File: src/sv/contour_midpoint_inserter_unit_macros.svh
// Assertion macros shared by the contour midpoint inserter modules.
`ifndef CONTOUR_MIDPOINT_INSERTER_UNIT_MACROS_SVH
`define CONTOUR_MIDPOINT_INSERTER_UNIT_MACROS_SVH

`ifndef SYNTHESIS

`define CMI_ASSERT_SAME(label, clk, rst, ante, cons) \
   label: assert property (@(posedge clk) disable iff (rst) (ante) |-> (cons)) \
      else $error("assertion failed in the same cycle");

`define CMI_ASSERT_NEXT(label, clk, rst, ante, cons) \
   label: assert property (@(posedge clk) disable iff (rst) (ante) |=> (cons)) \
      else $error("assertion failed in the next cycle");

`else

`define CMI_ASSERT_SAME(label, clk, rst, ante, cons)

`define CMI_ASSERT_NEXT(label, clk, rst, ante, cons)

`endif

`endif

File: src/sv/cmi_pkg.sv
// Types, constants and the midpoint function of the contour midpoint inserter.
package cmi_pkg;

   localparam int COORD_W   = 16;
   localparam int FLAGS_W   = 8;
   localparam int NUM_SLOTS = 4;
   localparam int SLOT_W    = 2;
   localparam int JOB_DEPTH = 2;
   localparam int JOB_PTR_W = 1;
   localparam int JOB_CNT_W = 2;

   // Result slots of one job, in the order they leave the block.
   localparam logic [SLOT_W-1:0] SLOT_HELD  = 2'd0;
   localparam logic [SLOT_W-1:0] SLOT_MID_A = 2'd1;
   localparam logic [SLOT_W-1:0] SLOT_NEW   = 2'd2;
   localparam logic [SLOT_W-1:0] SLOT_MID_B = 2'd3;

   typedef struct packed {
      logic [NUM_SLOTS-1:0] mask;
      logic [COORD_W-1:0]   held_x;
      logic [COORD_W-1:0]   held_y;
      logic [FLAGS_W-1:0]   held_flags;
      logic [COORD_W-1:0]   new_x;
      logic [COORD_W-1:0]   new_y;
      logic [FLAGS_W-1:0]   new_flags;
      logic                 new_end;
      logic [COORD_W-1:0]   start_x;
      logic [COORD_W-1:0]   start_y;
   } job_type;

   // Mean of two signed coordinates, truncated toward zero.
   function automatic logic [COORD_W-1:0] mid_coord(input logic [COORD_W-1:0] a,
                                                    input logic [COORD_W-1:0] b);
      logic [COORD_W:0] sum;
      logic [COORD_W:0] adj;
      sum = {a[COORD_W-1], a} + {b[COORD_W-1], b};
      adj = sum + {{COORD_W{1'b0}}, sum[COORD_W]};
      return adj[COORD_W:1];
   endfunction

endpackage

File: src/sv/cmi_front.sv
// Front part: accepts points, tracks the held point and contour start, builds jobs.
module cmi_front import cmi_pkg::*; (
   input  logic               clock,
   input  logic               reset,
   input  logic               push,
   output logic               full,
   input  logic [COORD_W-1:0] req_point_x,
   input  logic [COORD_W-1:0] req_point_y,
   input  logic [FLAGS_W-1:0] req_point_flags,
   input  logic               req_ends_contour,
   input  logic               job_full,
   output logic               job_push,
   output job_type            job
);

   logic               held_valid_ff, held_valid_in;
   logic [COORD_W-1:0] held_x_ff, held_x_in;
   logic [COORD_W-1:0] held_y_ff, held_y_in;
   logic [FLAGS_W-1:0] held_flags_ff, held_flags_in;
   logic [COORD_W-1:0] start_x_ff, start_x_in;
   logic [COORD_W-1:0] start_y_ff, start_y_in;
   logic               start_on_ff, start_on_in;
   logic               accept;
   logic               new_on;
   logic               start_on_eff;

   assign full   = job_full;
   assign accept = push && !job_full;
   assign new_on = req_point_flags[0];

   always_comb begin
      start_on_eff = held_valid_ff ? start_on_ff : new_on;

      job.mask               = '0;
      job.mask[SLOT_HELD]    = held_valid_ff;
      job.mask[SLOT_MID_A]   = held_valid_ff && (held_flags_ff[0] == new_on);
      job.mask[SLOT_NEW]     = req_ends_contour;
      job.mask[SLOT_MID_B]   = req_ends_contour && (new_on == start_on_eff);
      job.held_x             = held_x_ff;
      job.held_y             = held_y_ff;
      job.held_flags         = held_flags_ff;
      job.new_x              = req_point_x;
      job.new_y              = req_point_y;
      job.new_flags          = req_point_flags;
      job.new_end            = req_ends_contour;
      job.start_x            = held_valid_ff ? start_x_ff : req_point_x;
      job.start_y            = held_valid_ff ? start_y_ff : req_point_y;

      job_push = accept && (held_valid_ff || req_ends_contour);

      held_valid_in = held_valid_ff;
      held_x_in     = held_x_ff;
      held_y_in     = held_y_ff;
      held_flags_in = held_flags_ff;
      start_x_in    = start_x_ff;
      start_y_in    = start_y_ff;
      start_on_in   = start_on_ff;
      if (accept) begin
         if (!held_valid_ff) begin
            start_x_in  = req_point_x;
            start_y_in  = req_point_y;
            start_on_in = new_on;
         end
         held_valid_in = !req_ends_contour;
         if (!req_ends_contour) begin
            held_x_in     = req_point_x;
            held_y_in     = req_point_y;
            held_flags_in = req_point_flags;
         end
      end
   end

   always_ff @(posedge clock) begin
      if (reset) begin
         held_valid_ff <= 1'b0;
      end else begin
         held_valid_ff <= held_valid_in;
      end
   end

   always_ff @(posedge clock) begin
      held_x_ff     <= held_x_in;
      held_y_ff     <= held_y_in;
      held_flags_ff <= held_flags_in;
      start_x_ff    <= start_x_in;
      start_y_ff    <= start_y_in;
      start_on_ff   <= start_on_in;
   end

endmodule

File: src/sv/cmi_job_fifo.sv
// Short job queue between the front and back parts.
`include "contour_midpoint_inserter_unit_macros.svh"
module cmi_job_fifo import cmi_pkg::*; (
   input  logic    clock,
   input  logic    reset,
   input  logic    push,
   input  job_type push_job,
   output logic    full,
   input  logic    pop,
   output logic    valid,
   output job_type pop_job
);

   job_type                entry_ff [JOB_DEPTH];
   logic [JOB_PTR_W-1:0]   wr_ptr_ff, wr_ptr_in;
   logic [JOB_PTR_W-1:0]   rd_ptr_ff, rd_ptr_in;
   logic [JOB_CNT_W-1:0]   count_ff, count_in;
   logic                   do_push;
   logic                   do_pop;

   assign full    = (count_ff == JOB_CNT_W'(JOB_DEPTH));
   assign valid   = (count_ff != '0);
   assign pop_job = entry_ff[rd_ptr_ff];
   assign do_push = push && !full;
   assign do_pop  = pop && valid;

   always_comb begin
      wr_ptr_in = do_push ? wr_ptr_ff + 1'b1 : wr_ptr_ff;
      rd_ptr_in = do_pop ? rd_ptr_ff + 1'b1 : rd_ptr_ff;
      count_in  = count_ff + JOB_CNT_W'(do_push) - JOB_CNT_W'(do_pop);
   end

   always_ff @(posedge clock) begin
      if (reset) begin
         wr_ptr_ff <= '0;
         rd_ptr_ff <= '0;
         count_ff  <= '0;
      end else begin
         wr_ptr_ff <= wr_ptr_in;
         rd_ptr_ff <= rd_ptr_in;
         count_ff  <= count_in;
      end
   end

   always_ff @(posedge clock) begin
      if (do_push) begin
         entry_ff[wr_ptr_ff] <= push_job;
      end
   end

   `CMI_ASSERT_SAME(a_count_bound, clock, reset, 1'b1, count_ff <= JOB_CNT_W'(JOB_DEPTH))
   `CMI_ASSERT_SAME(a_no_push_when_full, clock, reset, push, !full)

endmodule

File: src/sv/cmi_back.sv
// Back part: steps through the results of each job and keeps the result register.
`include "contour_midpoint_inserter_unit_macros.svh"
module cmi_back import cmi_pkg::*; (
   input  logic               clock,
   input  logic               reset,
   input  logic               job_valid,
   input  job_type            job_in_q,
   output logic               job_pop,
   output logic               out_valid,
   input  logic               out_take,
   output logic [COORD_W-1:0] out_x,
   output logic [COORD_W-1:0] out_y,
   output logic [FLAGS_W-1:0] out_flags,
   output logic               out_contour_end,
   output logic               out_last
);

   job_type              job_ff, job_in;
   logic [NUM_SLOTS-1:0] mask_ff, mask_in;
   logic                 valid_ff, valid_in;
   logic [COORD_W-1:0]   x_ff, x_in;
   logic [COORD_W-1:0]   y_ff, y_in;
   logic [FLAGS_W-1:0]   flags_ff, flags_in;
   logic                 end_ff, end_in;
   logic                 last_ff, last_in;
   logic [SLOT_W-1:0]    slot;
   logic [NUM_SLOTS-1:0] rest;
   logic                 emit;
   logic                 load;

   always_comb begin
      if (mask_ff[SLOT_HELD]) begin
         slot = SLOT_HELD;
      end else if (mask_ff[SLOT_MID_A]) begin
         slot = SLOT_MID_A;
      end else if (mask_ff[SLOT_NEW]) begin
         slot = SLOT_NEW;
      end else begin
         slot = SLOT_MID_B;
      end
      rest = mask_ff & ~(NUM_SLOTS'(1) << slot);
      emit = (mask_ff != '0) && (!valid_ff || out_take);
      load = job_valid && ((mask_ff == '0) || (emit && (rest == '0)));

      job_in  = load ? job_in_q : job_ff;
      mask_in = load ? job_in_q.mask : (emit ? rest : mask_ff);

      case (slot)
         SLOT_HELD: begin
            x_in     = job_ff.held_x;
            y_in     = job_ff.held_y;
            flags_in = job_ff.held_flags;
         end
         SLOT_MID_A: begin
            x_in     = mid_coord(job_ff.held_x, job_ff.new_x);
            y_in     = mid_coord(job_ff.held_y, job_ff.new_y);
            flags_in = {{(FLAGS_W-1){1'b0}}, ~job_ff.held_flags[0]};
         end
         SLOT_NEW: begin
            x_in     = job_ff.new_x;
            y_in     = job_ff.new_y;
            flags_in = job_ff.new_flags;
         end
         default: begin
            x_in     = mid_coord(job_ff.new_x, job_ff.start_x);
            y_in     = mid_coord(job_ff.new_y, job_ff.start_y);
            flags_in = {{(FLAGS_W-1){1'b0}}, ~job_ff.new_flags[0]};
         end
      endcase
      last_in = (rest == '0);
      end_in  = job_ff.new_end && (rest == '0);

      if (emit) begin
         valid_in = 1'b1;
      end else if (out_take) begin
         valid_in = 1'b0;
      end else begin
         valid_in = valid_ff;
      end
   end

   assign job_pop         = load;
   assign out_valid       = valid_ff;
   assign out_x           = x_ff;
   assign out_y           = y_ff;
   assign out_flags       = flags_ff;
   assign out_contour_end = end_ff;
   assign out_last        = last_ff;

   always_ff @(posedge clock) begin
      if (reset) begin
         mask_ff  <= '0;
         valid_ff <= 1'b0;
      end else begin
         mask_ff  <= mask_in;
         valid_ff <= valid_in;
      end
   end

   always_ff @(posedge clock) begin
      job_ff <= job_in;
      if (emit) begin
         x_ff     <= x_in;
         y_ff     <= y_in;
         flags_ff <= flags_in;
         end_ff   <= end_in;
         last_ff  <= last_in;
      end
   end

   `CMI_ASSERT_NEXT(a_busy_fills_output, clock, reset, (mask_ff != '0) && !valid_ff, valid_ff)
   `CMI_ASSERT_NEXT(a_load_takes_mask, clock, reset, load, mask_ff == $past(job_in_q.mask))
   `CMI_ASSERT_SAME(a_end_is_last, clock, reset, valid_ff && end_ff, last_ff)

endmodule

File: src/sv/contour_midpoint_inserter_unit.sv
// Top level of the contour midpoint inserter: front part, job queue and back part.
// Jobs pass through the queue and the back part's job register into the result register.
// Throughput: one result beat per cycle from the back part while results are popped;
// a point yields zero to four. A point is taken every cycle while the two-entry job
// queue has room, with typically one or two results each.
// Reset clears the held point, the job queue and the result register; nothing is held.
module contour_midpoint_inserter_unit import cmi_pkg::*; (
   input  logic               clock,
   input  logic               reset,
   input  logic               push,
   output logic               full,
   input  logic [COORD_W-1:0] req_point_x,
   input  logic [COORD_W-1:0] req_point_y,
   input  logic [FLAGS_W-1:0] req_point_flags,
   input  logic               req_ends_contour,
   output logic               empty,
   input  logic               pop,
   output logic [COORD_W-1:0] rsp_out_x,
   output logic [COORD_W-1:0] rsp_out_y,
   output logic [FLAGS_W-1:0] rsp_out_flags,
   output logic               rsp_out_contour_end,
   output logic               rsp_last_of_run
);

   job_type front_job;
   job_type queue_job;
   logic    job_push;
   logic    job_full;
   logic    job_valid;
   logic    job_pop;
   logic    out_valid;
   logic    out_take;

   assign empty    = !out_valid;
   assign out_take = pop && out_valid;

   cmi_front u_front (
      .clock            (clock),
      .reset            (reset),
      .push             (push),
      .full             (full),
      .req_point_x      (req_point_x),
      .req_point_y      (req_point_y),
      .req_point_flags  (req_point_flags),
      .req_ends_contour (req_ends_contour),
      .job_full         (job_full),
      .job_push         (job_push),
      .job              (front_job)
   );

   cmi_job_fifo u_queue (
      .clock    (clock),
      .reset    (reset),
      .push     (job_push),
      .push_job (front_job),
      .full     (job_full),
      .pop      (job_pop),
      .valid    (job_valid),
      .pop_job  (queue_job)
   );

   cmi_back u_back (
      .clock           (clock),
      .reset           (reset),
      .job_valid       (job_valid),
      .job_in_q        (queue_job),
      .job_pop         (job_pop),
      .out_valid       (out_valid),
      .out_take        (out_take),
      .out_x           (rsp_out_x),
      .out_y           (rsp_out_y),
      .out_flags       (rsp_out_flags),
      .out_contour_end (rsp_out_contour_end),
      .out_last        (rsp_last_of_run)
   );

endmodule
File: config.mk
export PLATFORM = sky130hd
export DESIGN_NAME = contour_midpoint_inserter_unit
export DESIGN_NICKNAME = d
export VERILOG_FILES = /design/src/sv/cmi_pkg.sv /design/src/sv/cmi_front.sv /design/src/sv/cmi_job_fifo.sv /design/src/sv/cmi_back.sv /design/src/sv/contour_midpoint_inserter_unit.sv
export VERILOG_INCLUDE_DIRS = /design/src /design/src/sv
export SDC_FILE = /design/constraint.sdc
export NUM_CORES = 1
export LEC_CHECK = 0
export ABC_AREA = 1
export BUFFER_PORTS_ARGS = -buffer_cell sky130_fd_sc_hd__buf_2
export CORE_MARGIN = 2
export CORE_UTILIZATION = 60
export DETAILED_ROUTE_END_ITERATION = 7
export GPL_ROUTABILITY_DRIVEN = 0
export PLACE_DENSITY = 0.76
export SYNTH_ARGS = -nofsm -noshare
export SYNTH_HDL_FRONTEND = slang
export SYNTH_SLANG_ARGS = --single-unit
File: constraint.sdc
create_clock -name clock -period 9.2 [get_ports clock]
set_clock_uncertainty 0.1 [all_clocks]
set_input_delay 1.84 -clock clock [delete_from_list [all_inputs] [get_ports clock]]
set_output_delay 1.84 -clock clock [all_outputs]
set_load 0.01 [all_outputs]
==> reports/results.tsv, run 1 <==
metric	value	unit
timing.rr.start	u_back.mask_ff[0]	
cts_inserted_buffers	45	
area_growth	11.3	%
crit_fanout	66	
slew_violations	0	
vias	16361	
core_area	37500	um^2
synth_top_area_share	60.8	%
grt_max_degree	96	
startpoint	u_back.mask_ff[0]	
cts_buffer_depth	3	
synth-edff-count	460	
clk_pin_slew	0.06	ns
synth_top_cell_by_area	edfxtp_1	
r2r_slack	5.04	ns
first_iter_violations	1189	
relSlewSlack	29.4	%
grt_pass1_wl	79300	um
syn_nets	2472	
cts_tree	done	
cap_viol_max_count	0	
critPathRequiredTime	9.30	ns
crit_type	flop to flop	
final_net_count	2575	
pin_count	89	
firstDrtPassIters	5	
cts_sinks	471	
yosysMostFrequentCell	nand2_1	
die_w	199	um
grt_overflow_total	0	
synth_cell_types	42	
setup_viol	0	
dieArea	39400	um^2
drc	0	
status	completed	
cts_setup_buffers	0	
grt_pass1_vias	15421	
finalCriticalPeriod	4.16	ns
seq_area_frac_synth	61.8	%
worst_pin_slew	1.06	ns
netlist_top_cells_area	edfxtp_1 61%, nand2_1 16%, inv_1 4.3%	
hp-class	flop to flop	
synth_area	22700	um^2
ant_nets	0	
row_count	71	
syn_inst	2353	
grtUsageTotal	26.1	%
cts_resized	0	
synthArstFlopShare	0	%
critPathCaptureType	flop	
rsz0062_at_grt	false	
worst_setup_path_start_kind	flop	
cts_root_buf	clkbuf_16	
synth_commonest_cells	988 x nand2_1, 460 x edfxtp_1, 262 x inv_1	
port-buffer-count	88	
final-hold-violation-count	0	
hpwl	35200	um
fin_crit_sh	45.2	%
avgViaCountPerCell	5.45	
tns	0	ns
drive_gt1_share	9.00	%
worstReg2RegEnd	u_back.job_ff[83]	
routed_wl	50100	um
ctsHoldBuffers	0	
syn-mean-instance-area	9.65	um^2
ys_ff_latch	471	
filler_cell_count	2868	
initial_core_util	60.6	%
antenna_found_initial	5	
post_drt_wl_per_cell	16.7	um
die_h	199	um
cp.arrival	4.26	ns
synth_ff_type	edfxtp_1	
post-route-util	67.4	%
critPathCapture	u_back.job_ff[83]	
worstRegToRegCells	11	
h-tree-depth	2	
insertion_delay	0.58	ns
yosys_warnings	0	
fmax	240	MHz
-- state kept, by name (all words and copies together) (netlist names), 4 cells and up, named ones only --
name	cells
u_front.held_flags_ff	8
u_back.job_ff	113
u_front.start_y_ff	16
u_back.mask_ff	4
u_back.out_y	16
u_front.held_x_ff	16
u_front.start_x_ff	16
u_front.held_y_ff	16
u_back.out_x	16
u_queue.entry_ff	232
u_back.out_flags	8
-- area by class of cell --
| class | instances | area [um^2] | share of cell area, % |
|---|---|---|---|
| Timing Repair Buffer | 103 | 553 | 2.19 |
| Tap cell | 511 | 639 | 2.53 |
| Antenna cell | 2 | 5.00 | 0.0198 |
| Multi-Input combinational cell | 1565 | 7510 | 29.7 |
| Clock inverter | 27 | 300 | 1.19 |
| Sequential cell | 471 | 14000 | 55.6 |
| Clock buffer | 53 | 1200 | 4.74 |
| Inverter | 270 | 1020 | 4.03 |
-- cells in the final DEF, fill, tap and decap left out, drive strengths merged, types with 2 or more instances in the layout --
cell	instances
a221oi	4
edfxtp	460
a22oi	2
nor3	11
clkinv	21
o21ai	36
and2	8
fa	4
a22o	19
o21bai	4
nand3	147
a21oi	56
buf	103
nor2	126
xor2	12
nand2	1000
and3	2
o2111ai	5
nand3b	15
inv	269
nand4	33
ha	70
clkbuf	53
bufinv	6
dfxtp	11
diode	2
xnor2	7
-- per-stage QoR --
step / cell area [um^2] / setup WS (ns) / hold WS [ns] / std cells
5_1_grt: 25300 / 4.70 / 0.344 / 3001
6_report: 25300 / 5.04 / 0.330 / 3002
4_1_cts: 25300 / 5.02 / 0.338 / 3000
2_1_floorplan: 22700 / 1.43 / 0.321 / 2353
3_5_place_dp: 23800 / 4.97 / 0.332 / 2920
3_3_place_gp: 23800 / 5.05 / 0.322 / 2920
-- per-layer routing --
metal,track usage (%),wire [um],vias to the layer above
met5,0,32,-
met4,7.68,1120,6
met3,4.51,4060,84
met2,40.5,22600,573
met1,38.1,22300,7703
li1,-,-,7995
-- logic make-up (layout without fill, tap and decap cells) --
family | Yosys count | in the layout | share of synthesized area (%)
and+or+nand+nor | 1342 | 1342 | 24.4
AOI/OAI and AO/OA | 130 | 130 | 3.48
xor gates and xnor gates | 19 | 19 | 0.799
other | 0 | 2 | 0
adders and majority gates | 74 | 74 | 4.21
DFF | 471 | 471 | 61.8
buffers and inverters | 317 | 453 | 5.27
-- worst min-delay path by stage --
stage | endpoint | slack (ns) | start | depth (start not counted)
floorplan | u_queue.entry_ff[0][100] | 0.32 | u_front.held_x_ff[3] | 0
detailed placement | u_queue.entry_ff[0][102] | 0.33 | u_front.held_x_ff[5] | 0
global placement | u_queue.entry_ff[1][75] | 0.32 | u_front.held_flags_ff[2] | 0
CTS | u_queue.entry_ff[0][97] | 0.34 | u_front.held_x_ff[0] | 0
global route | u_queue.entry_ff[1][102] | 0.34 | u_front.held_x_ff[5] | 0
finish | u_queue.entry_ff[1][102] | 0.33 | u_front.held_x_ff[5] | 0
-- critical path: stages, from the launching register on --
cell	delay, ns
dfxtp_2	0.31
buf_4	0.29
nor2_4	0.21
inv_2	0.07
nor2_4	0.57
inv_2	0.25
nor2_1	0.28
inv_1	0.09
o21ai_1	0.10
o21ai_2	0.15
inv_4	0.61
buf_4	0.66
Power of run 1 is left out: the tool's default activity adds up to more than one toggle a clock period on the data nets, which glitch-free logic cannot reach.
==> run 2: changes to the inputs <==
--- a/config.mk
+++ b/config.mk
@@ -6,7 +6,7 @@
 export SDC_FILE = /design/constraint.sdc
 export NUM_CORES = 1
 export LEC_CHECK = 0
-export ABC_AREA = 1
+export ABC_AREA = 0
 export BUFFER_PORTS_ARGS = -buffer_cell sky130_fd_sc_hd__buf_2
 export CORE_MARGIN = 2
 export CORE_UTILIZATION = 60
==> constraint.sdc (replaced) <==
create_clock -name clock -period 3.9 [get_ports clock]
set_clock_uncertainty 0.1 [all_clocks]
set_input_delay 0.78 -clock clock [delete_from_list [all_inputs] [get_ports clock]]
set_output_delay 0.78 -clock clock [all_outputs]
set_load 0.01 [all_outputs]
==> run 2 against run 1 <==
Compared with the run above: the run now ends with negative setup slack left; flip-flop and latch count unchanged; cell area increased by 0.96%; non-clock buffer count rose by 96; clock-buffer cell count grew 6; via count is 13% lower; register-to-register slack worse by 5.3 ns; largest cell class unchanged; utilization rose by 2.6 points.
==> reports/results.tsv, run 2 <==
metric	value	unit	change
synth_top_cell_by_area	edfxtp_1		unchanged
cp.arrival	4.47	ns	was 4.26 ns
final_net_count	1866		was 2575
diodes	0		was 2
cts_tree	done		unchanged
tns	-0.433	ns	was 0 ns
syn_inst	1558		was 2353
ys_ff_latch	471		unchanged
hold_start	req_point_flags[2]		was u_front.held_x_ff[5]
post_drt_wl_per_cell	22.2	um	was 16.7 um
drc	0		unchanged
grt_pass1_vias	13751		was 15421
pin_count	89		unchanged
critPathRequiredTime	4.25	ns	was 9.30 ns
cap_viol_max_count	0		unchanged
syn_nets	1677		was 2472
fmax	243	MHz	was 240 MHz
worst_setup_path_start_kind	flop		unchanged
clk_pin_slew	0.06	ns	about the same
drive_gt1_share	27.7	%	was 9.00%
synth_top_area_share	62.5	%	was 60.8%
cpLargestDelayFamily	simple AND/OR/NAND/NOR gates		was buffers and inverters
initial_core_util	60.7	%	was 60.6%
hp-class	input port to flop		was flop to flop
core_area	36400	um^2	was 37500 um^2
syn-mean-instance-area	14.2	um^2	was 9.65 um^2
crit_fanout	3		was 66
critPathCaptureType	flop		unchanged
crit_path_top_delay_cell	or4b_4		was buf_4
grt_max_degree	119		was 96
yosys_warnings	0		unchanged
crit_chain	ha_2 > inv_2 > fa_2 > and2b_1 > o21a_2 > o21ai_2 > nand3b_1 > o41ai_2 > and2_1 > ha_2 > and3_4 > and3_4 > or3b_4 > or4b_4 > a21oi_2 > a211o_1		was buf_4 > nor2_4 > inv_2 > nor2_4 > inv_2 > nor2_1 > inv_1 > o21ai_1 > o21ai_2 > inv_4 > buf_4
status	finished with violations		was completed
final_cell_mix	460 x edfxtp_1, 149 x mux2_2, 96 x buf_4		was 988 x nand2_1, 460 x edfxtp_1, 262 x inv_1
finalCriticalPeriod	4.12	ns	was 4.16 ns
first_iter_violations	1322		was 1189
synth_ff_type	edfxtp_1		unchanged
cts_sinks	471		unchanged
seq_area_frac_synth	63.5	%	was 61.8%
final_common_cell	edfxtp_1		was nand2_1
avgViaCountPerCell	6.29		was 5.45
slew_violations	0		unchanged
die_h	196	um	was 199 um
ant_nets	0		unchanged
synth-edff-count	460		unchanged
row_count	70		was 71
grt_pass1_wl	77000	um	was 79300 um
h-tree-depth	2		unchanged
largest_reg_flops	232		unchanged
cts_buffer_depth	3		unchanged
holdPathStages	1		was 0
synth_area	22100	um^2	was 22700 um^2
seq_area	14000	um^2	about the same
worstRegToRegCells	16		was 11
path_buf_inv	1		was 6
routed_wl	50000	um	was 50100 um
fin_crit_sh	106	%	was 45.2%
timing.rr.start	u_back.job_ff[16]		was u_back.mask_ff[0]
firstDrtPassIters	8		was 5
grtUsageTotal	26.1	%	about the same
die_w	196	um	was 199 um
cts_root_buf	clkbuf_16		unchanged
port-buffer-count	88		unchanged
cts_inserted_buffers	47		was 45
filler_cell_count	2409		was 2868
area_growth	15.4	%	was 11.3%
netlist_top_cells_area	edfxtp_1 62%, mux2_2 7.6%, ha_1 4.0%		was edfxtp_1 61%, nand2_1 16%, inv_1 4.3%
yosysMostFrequentCell	edfxtp_1		was nand2_1
reg_top3	u_queue.entry_ff x232, u_back.job_ff x113		unchanged
hpwl	32100	um	was 35200 um
relSlewSlack	30.6	%	was 29.4%
grt_overflow_total	0		unchanged
synth_commonest_cells	460 x edfxtp_1, 149 x mux2_2, 76 x nor2_1		was 988 x nand2_1, 460 x edfxtp_1, 262 x inv_1
synthArstFlopShare	0	%	unchanged
setup_viol	3		was 0
max_stage_delay	0.49	ns	was 0.66 ns
dieArea	38400	um^2	was 39400 um^2
vias	14157		was 16361
worstReg2RegEnd	u_back.out_x[13]		was u_back.job_ff[83]
crit_type	flop to flop		unchanged
synth_cell_types	103		was 42
final-hold-violation-count	0		unchanged
min_to	u_queue.entry_ff[1][35]		was u_queue.entry_ff[1][102]
violations	negative setup slack		
r2r_slack	-0.22	ns	was 5.04 ns
multi_input_area	7790	um^2	was 7510 um^2
rsz0062_at_grt	true		was false
antenna_found_initial	2		was 5
pre_cts_slack	-0.119	ns	was 4.97 ns
largest_register	u_queue.entry_ff		unchanged
insertion_delay	0.58	ns	about the same
worst_pin_slew	1.04	ns	was 1.06 ns
setup_ws	-0.220	ns	was 5.04 ns
## run 2: changes by cell type in the layout (fill, tap and decap cells not counted), moves of 34 or more
cell and change:
nand2_1 -924, inv_1 -203, mux2_2 +149, nand3_1 -112, buf_4 +81, xnor2_1 +55, nor2_1 -34
## run 2: final cells by class
class	instances	share of cell area, %
Clock buffer	59	4.87
Inverter	60	0.883
Clock inverter	27	0.942
Sequential cell	471	55.0
Multi-Input combinational cell	968	30.5
Tap cell	468	2.30
Timing Repair Buffer	199	5.45
## run 2: stage by stage
stage	util (%)	area, um^2	std cells	hold WS (ns)
floorplan	-	22100	1558	0.321
global placement	64.8	23600	2134	0.322
global route	70.0	25500	2252	0.280
CTS	69.3	25300	2240	0.268
finish	70.0	25500	2252	0.299
detailed placement	64.8	23600	2134	0.331
## run 2: repair_timing
| item | in CTS | in global routing |
|---|---|---|
| hold buffers | 0 | 0 |
| pin swaps | 11 | 25 |
| endpoints found under the setup margin | 4 | 15 |
| buffers inserted | 20 | 12 |
| gates resized for setup | 8 | 37 |
## run 2: routing by layer
metal | routed length (um) | track usage (%)
met2 | 22600 | 40.1
met1 | 21900 | 38.1
met5 | 27 | 0
met3 | 3890 | 5.11
met4 | 1570 | 8.33
## run 2: cell families (layout without fill, tap and decap cells)
kind of cell             Yosys count  after routing  synth area share, %
multiplexers                     152            152                 7.72
AO/OA/AOI/OAI                    310            310                 10.1
flip-flops                       471            471                 63.5
XOR/XNOR                         100            100                 3.96
AND/OR/NAND/NOR                  331            331                 8.13
buffers and inverters            119            345                 2.28
adder cells (fa/ha/maj)           75             75                 4.37
## run 2: worst max path at each step
stage / slack [ns] / startpoint / end / cells after the start
6_report: -0.22 / u_back.job_ff[16] / u_back.out_x[13] / 16
2_1_floorplan: -0.28 / push / u_queue.entry_ff[0][0] / 2
5_1_grt: -0.33 / u_back.job_ff[16] / u_back.out_x[13] / 16
3_3_place_gp: 0.04 / u_back.job_ff[41] / u_back.out_y[15] / 16
4_1_cts: -0.004 / u_back.job_ff[57] / u_back.out_x[13] / 16
3_5_place_dp: -0.12 / u_back.job_ff[41] / u_back.out_y[15] / 16
Power of run 2 is left out for the same reason.
==> run 3: changes to the inputs <==
--- a/config.mk
+++ b/config.mk
@@ -7,12 +7,14 @@
 export NUM_CORES = 1
 export LEC_CHECK = 0
 export ABC_AREA = 0
-export BUFFER_PORTS_ARGS = -buffer_cell sky130_fd_sc_hd__buf_2
+export CORE_ASPECT_RATIO = 0.9
 export CORE_MARGIN = 2
 export CORE_UTILIZATION = 60
 export DETAILED_ROUTE_END_ITERATION = 7
+export DONT_BUFFER_PORTS = 1
 export GPL_ROUTABILITY_DRIVEN = 0
-export PLACE_DENSITY = 0.76
+export PLACE_DENSITY = 0.74
 export SYNTH_ARGS = -nofsm -noshare
 export SYNTH_HDL_FRONTEND = slang
+export SYNTH_HIERARCHICAL = 1
 export SYNTH_SLANG_ARGS = --single-unit
==> run 3 against run 2 <==
Compared with the run above: the flow still finishes with violations (negative setup slack); non-clock buffer count is 124 lower; critical path depth is 1 higher; routed wire length is 6.8% lower; clock-buffer cell count is 3 lower; fmax is 1.6% higher; final cell count is 7.7% lower; area after synthesis is 0.81% higher; via count is 8.9% lower; global-route usage is 2.2 points lower; first-iteration DRC count is 3.7% lower; cell area is 3.6% lower; sequential share of layout area is 2.3 points higher; critical endpoint is now u_back/out_x[15]; largest cell class unchanged; highest routed layer is now met4.
==> reports/results.tsv, run 3 <==
metric	value	unit	change
cts_inserted_buffers	46		was 47
synth_cell_types	79		was 103
area_growth	10.4	%	was 15.4%
critPathRequiredTime	4.24	ns	was 4.25 ns
setup_ws	-0.154	ns	was -0.220 ns
synth_commonest_cells	462 x edfxtp_1, 94 x mux2_2, 79 x a21oi_1		was 460 x edfxtp_1, 149 x mux2_2, 76 x nor2_1
diodes	0		unchanged
fmax	247	MHz	was 243 MHz
routed_wl	46600	um	was 50000 um
syn_inst	1539		was 1558
reg_top3	u_queue/entry_ff x234, u_back/job_ff x113		was u_queue.entry_ff x232, u_back.job_ff x113
finalCriticalPeriod	4.05	ns	was 4.12 ns
grt_pass1_wl	72300	um	was 77000 um
first_iter_violations	1273		was 1322
seq_area	14100	um^2	was 14000 um^2
filler_cell_count	2465		was 2409
post_drt_wl_per_cell	22.4	um	was 22.2 um
final_net_count	1685		was 1866
grt_overflow_total	0		unchanged
vias	12900		was 14157
cts_buffer_depth	3		unchanged
cts_root_buf	clkbuf_16		unchanged
placed_area	22900	um^2	was 23600 um^2
cts_sinks	473		was 471
largest_register	u_queue/entry_ff		was u_queue.entry_ff
pin_count	89		unchanged
violations	negative setup slack		unchanged
hp-class	input port to flop		unchanged
relSlewSlack	30.7	%	was 30.6%
ys_ff_latch	473		was 471
final_cell_mix	462 x edfxtp_1, 94 x mux2_2, 78 x a21oi_1		was 460 x edfxtp_1, 149 x mux2_2, 96 x buf_4
setup_viol	2		was 3
syn-mean-instance-area	14.5	um^2	was 14.2 um^2
drive_gt1_share	22.6	%	was 27.7%
yosys_warnings	6		was 0
grt_max_degree	118		was 119
seq_area_frac_synth	63.2	%	was 63.5%
fin_crit_sh	104	%	was 106%
slew_violations	0		unchanged
cp.arrival	4.39	ns	was 4.47 ns
largest_reg_flops	234		was 232
final_area	24600	um^2	was 25500 um^2
port-buffer-count	0		was 88
firstDrtPassIters	7		was 8
final_common_cell	edfxtp_1		unchanged
multi_input_area	7700	um^2	was 7790 um^2
synthArstFlopShare	0	%	unchanged
antenna_found_initial	0		was 2
cts_tree	done		unchanged
syn_nets	1658		was 1677
insertion_delay	0.58	ns	about the same
drc	0		unchanged
hpwl	30600	um	was 32100 um
avgViaCountPerCell	6.20		was 6.29
dieArea	38700	um^2	was 38400 um^2
rsz0062_at_grt	true		unchanged
synth_top_cell_by_area	edfxtp_1		unchanged
yosysMostFrequentCell	edfxtp_1		unchanged
ctsHoldBuffers	0		unchanged
status	finished with violations		unchanged
h-tree-depth	2		unchanged
worst_setup_path_start_kind	flop		unchanged
clk_pin_slew	0.06	ns	about the same
synth_area	22300	um^2	was 22100 um^2
grtUsageTotal	23.9	%	was 26.1%
final-hold-violation-count	0		unchanged
synth_ff_type	edfxtp_1		unchanged
core_area	36400	um^2	about the same
cap_viol_max_count	0		unchanged
initial_core_util	61.2	%	was 60.7%
netlist_top_cells_area	edfxtp_1 62%, mux2_2 4.7%, ha_1 3.9%		was edfxtp_1 62%, mux2_2 7.6%, ha_1 4.0%
synth_top_area_share	62.2	%	was 62.5%
worst_pin_slew	1.04	ns	about the same
ant_nets	0		unchanged
die_h	187	um	was 196 um
crit_type	flop to flop		unchanged
grt_pass1_vias	12614		was 13751
row_count	66		was 70
die_w	207	um	was 196 um
crit_fanout	2		was 3
critPathCaptureType	flop		unchanged
synth-edff-count	462		was 460
-- run 3: metal layers --
layer  wire length, um  global-route usage [%]
met5                 0                       0
met4               937                    7.03
met2             21000                    36.0
met3              3760                    5.07
met1             20900                    35.4
-- run 3: critical path, stage by stage (launching register included) --
cell and delay (ns):
edfxtp_1 0.40, ha_2 0.22, inv_2 0.06, fa_2 0.21, nand2b_4 0.14, a211oi_4 0.07, o311a_4 0.32, a211oi_2 0.27
or2_4 0.17, and2_4 0.15, ha_4 0.12, and2_4 0.13, nand3b_1 0.16, nor4_4 0.40, nor4b_4 0.29, o21ai_2 0.09
or4_4 0.51, nand4_1 0.10
-- run 3: kinds of logic after synthesis --
kind of cell	share of synthesized area (%)
buffers and inverters	3.33
muxes	8.86
DFF	63.2
AOI/OAI and AO/OA	8.76
adders and majority gates	4.33
xor gates and xnor gates	4.05
and+or+nand+nor	7.44
-- run 3: layout make-up --
cell class,count,share of cell area [%]
Sequential cell,473,57.3
Multi-Input combinational cell,939,31.3
Clock inverter,29,1.05
Timing Repair Buffer,75,2.59
Clock buffer,56,4.83
Tap cell,476,2.42
Inverter,31,0.488
-- run 3: path summary, 6_finish.rpt --
check / startpoint / to / slack [ns] / cells past startpoint
min: reset / u_front/held_valid_ff / 0.15 / 1
max: u_back/job_ff[57] / u_back/out_x[15] / -0.15 / 17
min reg2reg: u_front/held_flags_ff[7] / u_queue/entry_ff[0][80] / 0.34 / 0
max reg2reg: u_back/job_ff[57] / u_back/out_x[15] / -0.15 / 17
-- run 3: timing repair --
item | 4_1_cts | 5_1_grt
pin swaps | 0 | 24
gates resized for setup | 4 | 44
endpoints found under the setup margin | 5 | 15
buffers inserted | 0 | 7
-- run 3: stage by stage --
step                      worst slack (ns)  util (%)  hold slack [ns]  TNS (ns)  cells
final                               -0.154      67.6            0.146    -0.214   2079
after global routing                -0.282      67.6            0.127    -0.561   2079
after CTS                          -0.0216      66.9            0.122   -0.0216   2072
after detailed placement            -0.115      62.8            0.329    -0.175   1987
after global placement              0.0390      62.8            0.323         0   1987
after floorplan                    -0.0479         -            0.321   -0.0479   1539
Power of run 3 is left out for the same reason.
